$ cat src/rtl/ohlc_pkg.sv
// ----------------------------------------------------------------------------
// ohlc_pkg
// Shared types and constants for the OHLC time bar aggregator.
// ----------------------------------------------------------------------------
package ohlc_pkg;

  localparam int unsigned PER_W  = 17;
  localparam int unsigned INST_W = 16;
  localparam int unsigned MID_W  = 33;
  localparam int unsigned VOL_W  = 48;
  localparam int unsigned TICK_W = 32;
  localparam int unsigned PX_W   = 32;
  localparam int unsigned CODE_W = 3;
  localparam int unsigned SLOT_W = 2;
  localparam int unsigned CIDX_W = 4;
  localparam int unsigned CDAT_W = 16;
  localparam int unsigned RADIX_BITS = 4;

  localparam logic OP_TICK  = 1'b0;
  localparam logic OP_FLUSH = 1'b1;

  localparam logic [CIDX_W-1:0] CFG_INST_BASE = 4'd0;
  localparam logic [CIDX_W-1:0] CFG_PER_BASE  = 4'd4;
  localparam logic [CIDX_W-1:0] CFG_END       = 4'd8;

  typedef enum logic [1:0] {
    S_IDLE,
    S_SCAN,
    S_DIV,
    S_UPD
  } state_t;

  function automatic logic [PER_W-1:0] period_secs(input logic [CODE_W-1:0] code);
    logic [PER_W-1:0] p;
    begin
      case (code)
        3'd2:    p = 17'd300;
        3'd3:    p = 17'd900;
        3'd4:    p = 17'd1800;
        3'd5:    p = 17'd3600;
        3'd6:    p = 17'd14400;
        3'd7:    p = 17'd86400;
        default: p = 17'd60;
      endcase
      return p;
    end
  endfunction

endpackage

$ cat src/rtl/ohlc_bar_aggregator_unit.sv
// ----------------------------------------------------------------------------
// ohlc_bar_aggregator_unit
// Open/high/low/close time bars from market ticks over configured slots.
// ----------------------------------------------------------------------------
// Input beats arrive on s_*: s_tuser carries op (tick or flush), s_tdata the
// tick fields. Each slot is a configured instrument and period code written
// over cfg_* while the block is idle; a write drops that slot's bar.
// Bar beats leave on m_*: m_tuser is the slot, m_tlast marks the final bar of
// one input beat. Bars come out in slot order.
// An input beat is scanned slot by slot; each slot whose bar rolls over also
// passes through the shared remainder unit that aligns the bar start (4
// quotient bits per cycle), and a bar may wait for the single output
// register to drain.
// s_tready and cfg_ready are high only while the sequencer is idle; a
// finished bar may still sit in the output register then. When the receiver
// stalls, the sequencer holds at the next bar to send.
// Reset clears the slot settings and all open bars; no bar is emitted.
// ----------------------------------------------------------------------------
module ohlc_bar_aggregator_unit #(
  parameter int unsigned NUM_SLOTS = 4,
  parameter int unsigned TIME_BITS = 40
) (
  input  logic                                  clk,
  input  logic                                  rst,
  input  logic                                  s_tvalid,
  output logic                                  s_tready,
  // instrument, time_sec, bid_price, ask_price, has_trade, trade_size
  input  logic [((113+TIME_BITS+7)/8)*8-1:0]    s_tdata,
  // op
  input  logic                                  s_tuser,
  output logic                                  m_tvalid,
  input  logic                                  m_tready,
  // bar_instrument, bar_period, bar_start, open_mid, high_mid, low_mid,
  // close_mid, volume, tick_total
  output logic [((231+TIME_BITS+7)/8)*8-1:0]    m_tdata,
  // slot
  output logic [ohlc_pkg::SLOT_W-1:0]           m_tuser,
  output logic                                  m_tlast,
  input  logic                                  cfg_valid,
  output logic                                  cfg_ready,
  input  logic [ohlc_pkg::CIDX_W-1:0]           cfg_index,
  input  logic [ohlc_pkg::CDAT_W-1:0]           cfg_data
);
  import ohlc_pkg::*;

  localparam int unsigned OUT_W   = ((231 + TIME_BITS + 7) / 8) * 8;
  localparam int unsigned DSTEPS  = (TIME_BITS + RADIX_BITS - 1) / RADIX_BITS;
  localparam int unsigned DW      = DSTEPS * RADIX_BITS;
  localparam int unsigned CNT_W   = (DSTEPS > 1) ? $clog2(DSTEPS) : 1;
  localparam int unsigned SIDX_W  = (NUM_SLOTS > 1) ? $clog2(NUM_SLOTS) : 1;
  localparam int unsigned T_LO    = INST_W;
  localparam int unsigned B_LO    = T_LO + TIME_BITS;
  localparam int unsigned A_LO    = B_LO + PX_W;
  localparam int unsigned H_LO    = A_LO + PX_W;
  localparam int unsigned Z_LO    = H_LO + 1;
  localparam logic [SIDX_W-1:0] LAST_SLOT = SIDX_W'(NUM_SLOTS - 1);
  localparam logic [CNT_W-1:0]  LAST_STEP = CNT_W'(DSTEPS - 1);

  state_t state, state_next;

  logic [INST_W-1:0]    slot_inst [NUM_SLOTS];
  logic [CODE_W-1:0]    slot_per  [NUM_SLOTS];
  logic [NUM_SLOTS-1:0] bar_open;
  logic [TIME_BITS:0]   bnd       [NUM_SLOTS];
  logic [TIME_BITS-1:0] start_t   [NUM_SLOTS];
  logic [MID_W-1:0]     open_v    [NUM_SLOTS];
  logic [MID_W-1:0]     high_v    [NUM_SLOTS];
  logic [MID_W-1:0]     low_v     [NUM_SLOTS];
  logic [MID_W-1:0]     close_v   [NUM_SLOTS];
  logic [VOL_W-1:0]     vol_v     [NUM_SLOTS];
  logic [TICK_W-1:0]    tick_v    [NUM_SLOTS];

  logic                 it_op;
  logic [INST_W-1:0]    it_inst;
  logic [TIME_BITS-1:0] it_t;
  logic [MID_W-1:0]     it_mid;
  logic                 it_trade;
  logic [PX_W-1:0]      it_size;

  logic [SIDX_W-1:0]    sidx;
  logic [CNT_W-1:0]     cnt;
  logic [DW-1:0]        dq;
  logic [PER_W-1:0]     rem;
  logic [PER_W-1:0]     cur_p;
  logic [DW-1:0]        dq_next;
  logic [PER_W-1:0]     rem_next;

  logic [NUM_SLOTS-1:0] hit;
  logic [NUM_SLOTS-1:0] roll;
  logic [NUM_SLOTS-1:0] emit_v;
  logic                 later_emit;
  logic                 out_busy;
  logic                 do_emit;
  logic                 s_acc;
  logic                 cfg_acc;
  logic [VOL_W:0]       vol_sum;
  logic [TIME_BITS-1:0] new_start;

  assign s_tready  = (state == S_IDLE);
  assign cfg_ready = (state == S_IDLE);
  assign s_acc     = s_tvalid && s_tready;
  assign cfg_acc   = cfg_valid && cfg_ready;
  assign out_busy  = m_tvalid && !m_tready;

  always_comb begin
    for (int i = 0; i < NUM_SLOTS; i++) begin
      hit[i]    = (slot_per[i] != '0) && (slot_inst[i] == it_inst);
      roll[i]   = {1'b0, it_t} >= bnd[i];
      emit_v[i] = bar_open[i] && ((it_op == OP_FLUSH) || (hit[i] && roll[i]));
    end
    later_emit = 1'b0;
    for (int i = 0; i < NUM_SLOTS; i++) begin
      if (i > int'(sidx) && emit_v[i]) begin
        later_emit = 1'b1;
      end
    end
  end

  assign do_emit = (state == S_SCAN) && emit_v[sidx] && !out_busy;

  always_comb begin
    logic [PER_W:0]  r;
    logic [DW-1:0]   q;
    r = {1'b0, rem};
    q = dq;
    for (int k = 0; k < RADIX_BITS; k++) begin
      r = {r[PER_W-1:0], q[DW-1]};
      q = {q[DW-2:0], 1'b0};
      if (r >= {1'b0, cur_p}) begin
        r = r - {1'b0, cur_p};
      end
    end
    rem_next = r[PER_W-1:0];
    dq_next  = q;
  end

  assign vol_sum   = {1'b0, vol_v[sidx]} + (VOL_W+1)'(it_size);
  assign new_start = it_t - TIME_BITS'(rem);

  always_comb begin
    state_next = state;
    unique case (state)
      S_IDLE: begin
        if (s_acc) state_next = S_SCAN;
      end
      S_SCAN: begin
        if (!(emit_v[sidx] && out_busy)) begin
          if (it_op == OP_TICK && hit[sidx] && roll[sidx]) begin
            state_next = S_DIV;
          end else if (sidx == LAST_SLOT) begin
            state_next = S_IDLE;
          end
        end
      end
      S_DIV: begin
        if (cnt == LAST_STEP) state_next = S_UPD;
      end
      S_UPD: begin
        state_next = (sidx == LAST_SLOT) ? S_IDLE : S_SCAN;
      end
      default: state_next = S_IDLE;
    endcase
  end

  always_ff @(posedge clk) begin
    if (rst) begin
      state <= S_IDLE;
    end else begin
      state <= state_next;
    end
  end

  always_ff @(posedge clk) begin
    if (rst) begin
      m_tvalid <= 1'b0;
    end else if (do_emit) begin
      m_tvalid <= 1'b1;
    end else if (m_tready) begin
      m_tvalid <= 1'b0;
    end
  end

  always_ff @(posedge clk) begin
    if (do_emit) begin
      m_tuser <= SLOT_W'(sidx);
      m_tlast <= !later_emit;
      m_tdata <= OUT_W'({tick_v[sidx], vol_v[sidx], close_v[sidx], low_v[sidx],
                         high_v[sidx], open_v[sidx], start_t[sidx], slot_per[sidx],
                         slot_inst[sidx]});
    end
  end

  always_ff @(posedge clk) begin
    if (s_acc) begin
      it_op    <= s_tuser;
      it_inst  <= s_tdata[INST_W-1:0];
      it_t     <= s_tdata[B_LO-1:T_LO];
      it_mid   <= {1'b0, s_tdata[A_LO-1:B_LO]} + {1'b0, s_tdata[H_LO-1:A_LO]};
      it_trade <= s_tdata[H_LO];
      it_size  <= s_tdata[Z_LO+PX_W-1:Z_LO];
    end
  end

  always_ff @(posedge clk) begin
    if (rst) begin
      sidx <= '0;
    end else if (s_acc) begin
      sidx <= '0;
    end else if (state == S_UPD ||
                 (state == S_SCAN && state_next == S_SCAN && !(emit_v[sidx] && out_busy))) begin
      sidx <= sidx + SIDX_W'(1);
    end
  end

  always_ff @(posedge clk) begin
    if (state == S_SCAN && state_next == S_DIV) begin
      cnt   <= '0;
      rem   <= '0;
      dq    <= DW'(it_t);
      cur_p <= period_secs(slot_per[sidx]);
    end else if (state == S_DIV) begin
      cnt <= cnt + CNT_W'(1);
      rem <= rem_next;
      dq  <= dq_next;
    end
  end

  always_ff @(posedge clk) begin
    if (rst) begin
      for (int i = 0; i < NUM_SLOTS; i++) begin
        slot_inst[i] <= '0;
        slot_per[i]  <= '0;
        bar_open[i]  <= 1'b0;
        bnd[i]       <= '0;
      end
    end else if (cfg_acc) begin
      for (int i = 0; i < NUM_SLOTS; i++) begin
        if (cfg_index == CFG_INST_BASE + CIDX_W'(i)) begin
          slot_inst[i] <= cfg_data;
          bar_open[i]  <= 1'b0;
          bnd[i]       <= '0;
        end
        if (cfg_index == CFG_PER_BASE + CIDX_W'(i)) begin
          slot_per[i] <= cfg_data[CODE_W-1:0];
          bar_open[i] <= 1'b0;
          bnd[i]      <= '0;
        end
      end
    end else if (state == S_UPD) begin
      bar_open[sidx] <= 1'b1;
      bnd[sidx]      <= {1'b0, new_start} + (TIME_BITS+1)'(cur_p);
    end
  end

  always_ff @(posedge clk) begin
    if (state == S_UPD) begin
      start_t[sidx] <= new_start;
      open_v[sidx]  <= it_mid;
      high_v[sidx]  <= it_mid;
      low_v[sidx]   <= it_mid;
      close_v[sidx] <= it_mid;
      vol_v[sidx]   <= it_trade ? VOL_W'(it_size) : '0;
      tick_v[sidx]  <= TICK_W'(1);
    end else if (state == S_SCAN && it_op == OP_TICK && hit[sidx] && !roll[sidx]) begin
      if (it_mid > high_v[sidx]) high_v[sidx] <= it_mid;
      if (it_mid < low_v[sidx])  low_v[sidx]  <= it_mid;
      close_v[sidx] <= it_mid;
      if (it_trade) begin
        vol_v[sidx] <= vol_sum[VOL_W] ? '1 : vol_sum[VOL_W-1:0];
      end
      if (tick_v[sidx] != '1) tick_v[sidx] <= tick_v[sidx] + TICK_W'(1);
    end
  end

  a_rem_below_period: assert property (@(posedge clk) disable iff (rst)
    (state == S_UPD) |-> (rem < cur_p))
    else $error("alignment remainder not below period");

  a_cfg_drops_bar: assert property (@(posedge clk) disable iff (rst)
    (cfg_acc && cfg_index == CFG_INST_BASE) |=> !bar_open[0])
    else $error("config write kept slot bar open");

  a_busy_during_div: assert property (@(posedge clk) disable iff (rst)
    (state == S_DIV) |-> (!s_tready && !cfg_ready))
    else $error("ready raised during alignment");

  a_last_once: assert property (@(posedge clk) disable iff (rst)
    (do_emit && !later_emit && sidx != LAST_SLOT) |=> !(state == S_SCAN && emit_v[sidx]))
    else $error("bar follows a last beat");

endmodule

$ cat config.mk
export PLATFORM = sky130hd
export DESIGN_NAME = ohlc_bar_aggregator_unit
export DESIGN_NICKNAME = d
export VERILOG_FILES = /design/src/rtl/ohlc_pkg.sv /design/src/rtl/ohlc_bar_aggregator_unit.sv
export SDC_FILE = /design/constraint.sdc
export NUM_CORES = 2
export LEC_CHECK = 0
export BUFFER_PORTS_ARGS = -buffer_cell sky130_fd_sc_hd__buf_2
export CAP_MARGIN = 30
export CORE_AREA = 2 2 475 477
export CTS_BUF_LIST = sky130_fd_sc_hd__clkbuf_16
export CTS_CLUSTER_DIAMETER = 100
export CTS_CLUSTER_SIZE = 8
export DETAILED_ROUTE_END_ITERATION = 7
export DIE_AREA = 0 0 477 479
export MAX_ROUTING_LAYER = met4
export PLACE_DENSITY = 0.56
export SLEW_MARGIN = 0
export SYNTH_ARGS = -nofsm -noshare
export SYNTH_HDL_FRONTEND = slang
export SYNTH_SLANG_ARGS = --single-unit
$ cat constraint.sdc
create_clock -name clk -period 17.3 [get_ports clk]
set_input_delay 0 -clock clk [delete_from_list [all_inputs] [get_ports clk]]
set_output_delay 0 -clock clk [all_outputs]
set_load 0.01 [all_outputs]
==> run metrics <==
Routed WL=217,200 um; Leak=33.35 nW; filler instances=20,255; longest individual stage delay on the worst path=0.76 ns; die width=roughly 480 um; clock insertion delay at the later pin of the skew report=0.90 ns; cell area after synthesis=about 0.078 sq mm; placed wire-length estimate after detailed placement=around 150,000 um; warnings from Yosys=0; Starting Density=34.83%; synth top area cells=edfxtp_1 65%, mux4_2 7.8%, ha_1 6.2%; master cell of the clock root buffer=clkbuf_16; post-synthesis sequential element count=1,729; skew final=0.09885 ns; maximum fanout count along the critical path=21; length of the first detailed-routing pass in iterations=4; residual DRC count=0; iteration-0 DRC count of the detailed router=3,450; wire length of the first global-routing pass=317,300 um; maximum number of pins on one net before global-route repair=136; via count of the first global-routing pass=47,212; Yosys cell types=98; flop-to-flop setup slack=roughly 5 ns; Vias/cell=5.159; worst hold endpoint=it_op$_DFFE_PP_; Period minus WS final=12.40 ns; number of hold violations in the final report=0; cell taking the most area after synthesis=edfxtp_1; sequential element share of the synthesized area=66.26%; capture point of the worst reg-to-reg path=rem[14]$_SDFFE_PP0P_; accumulated negative setup slack=0 ns; final-report setup violation count=0; area share of the largest cell type after synthesis=roughly two thirds; number of flops mapped to enable cells by yosys=1,697; standard-cell row count=around 170; number of antenna violations at the first check in global routing=14; family of cells with the greatest summed delay on the critical path=compound AO/OA/AOI/OAI gates; DIE HEIGHT=479 um; Final period util=71.68%; Pwr per Cell Area=143.7 mW/mm^2; number of gates resized after CTS=0; peak supply drop=0.2109 mV; number of cells on the worst hold path=2; max-capacitance violation count=0; number of hold buffers added after CTS=319; total power=13.50 mW; leading cell type in the layout, fill and taps excluded=edfxtp_1; placed cell count=8,418; area of the die=0.2285 sq mm; net total in the final layout=6,562; run status=completed; startpoint of the most critical hold path=s_tuser; Critical-path top delay cell=nor3_2; endpoint class of the critical path=register; clock transition at the register clock pins on the worst setup and hold paths after CTS=~0.060 ns; CTS tree=done; highest achievable clock rate=80.64 MHz; required time worst endpoint=18.09 ns; Bufs and invs on worst path=3; mean instance size in the synthesized netlist=15.50 sq um; deepest clock path buffer count=3; worst hold-check path type=in2reg; clock buffers created by TritonCTS=236; total number of clock tree sinks=1,729; Relative slew margins=30.72%; smallest hold slack=0.08941 ns; synthesized netlist cell count=between 5,000 and 6,000; crit path kind=reg2reg; RSZ-0062 raised after global routing=false; num ports=464; highest-count cells in the layout ignoring fill and taps=1,697 x edfxtp_1, 456 x buf_2, 384 x ha_1; synthesis-to-finish area growth=20.66%; CP Launch Point=cur_p[13]$_DFFE_PP_; final weighted congestion in routability-driven placement=0.8847; Arr. time, crit path=13.19 ns; Setup Buffers After CTS=0; total congestion overflow=0; Most used DFF post-synth=edfxtp_1; slew of the pin with the lowest slew margin=1.033 ns; Synth async-reset ratio=0%; fraction of layout instances using a drive strength above 1=just over 20%; number of max-slew violations in the final report=0; number of port buffers=between 400 and 500; Reg area=0.05161 sq mm; Register-to-Register Path Depth=40; area of the placeable core=0.2236 sq mm; overall via count from detail_route=46,527; H-tree levels=4; number of routed nets with antenna violations=0; synthesized netlist net count=5,602; GR Util All Layers=19.30%; critical register-to-register path startpoint=cur_p[13]$_DFFE_PP_; Wirelength per Cell=24.08 um; area occupied by multi-input gates=0.02465 sq mm; final cell count without fillers=9,018; Worst Setup Start Kind=register
## cell families after synthesis
logic type                 count (synthesis)  share of synthesized area [%]
xor gates and xnor gates                 256                          2.879
AOI/OAI and AO/OA                        756                          6.491
muxes                                    331                          8.696
DFF                                     1729                          66.26
and+or+nand+nor                         1084                          6.938
adders and majority gates                393                          6.388
buffers and inverters                    474                          2.341
other                                      1                       0.004816
## per-layer routing
metal	GRT usage, %	up-vias	routed length, um
met2	31.48	1209	106900
met1	24.95	23819	95250
met3	2.650	309	8939
met5	-	-	0
li1	-	21190	-
met4	6.130	0	6122
## where the power goes
group / total [mW] / internal (mW) / switching, mW
Sequential: 4.84 / 4.74 / 0.105
Clock: 4.11 / 2.41 / 1.70
Combinational: 4.55 / 1.83 / 2.72
Total: 13.5 / 8.98 / 4.52
## cell type report
| type | count | share of cell area (%) |
|---|---|---|
| Clock buffer | 238 | 6.339 |
| Timing Repair Buffer | 861 | 6.693 |
| Antenna cell | 7 | 0.01864 |
| Inverter | 335 | 1.338 |
| Tap cell | 2992 | 3.984 |
| Clock inverter | 35 | 0.4554 |
| Multi-Input combinational cell | 2821 | 26.24 |
| Sequential cell | 1729 | 54.93 |
## metrics by stage
| stage | utilization, % | cell area [sq um] | setup slack, ns |
|---|---|---|---|
| CTS | 42.00 | 93920 | 4.957 |
| global route | 42.02 | 93950 | 3.880 |
| finish | 42.02 | 93960 | 4.900 |
| detailed placement | 37.72 | 84340 | 5.030 |
| floorplan | - | 77870 | 2.541 |
| global placement | 37.65 | 84190 | 5.037 |
## registers in the layout (all words and copies together), names as in the netlist, 4 cells and up, named ones only
name and cells:
vol_v 192, rem 17, it_mid 33, open_v 132
dq 40, m_tdata 271, start_t 160, close_v 132
it_t 40, slot_inst 64, it_size 32, cnt 4
slot_per 12, bar_open 4, high_v 132, tick_v 128
bnd 164, cur_p 12, low_v 132, it_inst 16
## worst max-delay path by stage
stage | endpoint | slack, ns | depth (start not counted)
2_1_floorplan | m_tdata[0]$_DFFE_PP_ | 2.54 | 11
3_3_place_gp | rem[9]$_SDFFE_PP0P_ | 5.04 | 41
3_5_place_dp | rem[7]$_SDFFE_PP0P_ | 5.03 | 42
4_1_cts | rem[14]$_SDFFE_PP0P_ | 4.96 | 42
5_1_grt | rem[14]$_SDFFE_PP0P_ | 3.88 | 42
6_report | rem[14]$_SDFFE_PP0P_ | 4.90 | 40
## synthesized netlist by cell type, drive strengths merged, types with 55 or more instances
cell       n
inv      333
edfxtp  1697
nor2     383
a21oi    219
ha       384
nand4     68
nor3      72
and3      55
a21o     117
nand2    157
and2     102
mux4     271
o21ai    151
xor2      86
clkbuf    92
nand3     58
xnor2    170
## worst reg2reg max path, delay by kind of cell, from the launching register on
kind            cells  cell delay (ns)
simple gates        8             2.15
buf+inv             3             0.92
mux                 1             0.19
fa+ha+maj           4             1.60
flops               1             0.45
compound gates     24             7.01
Power figures use the tool's default switching activity.
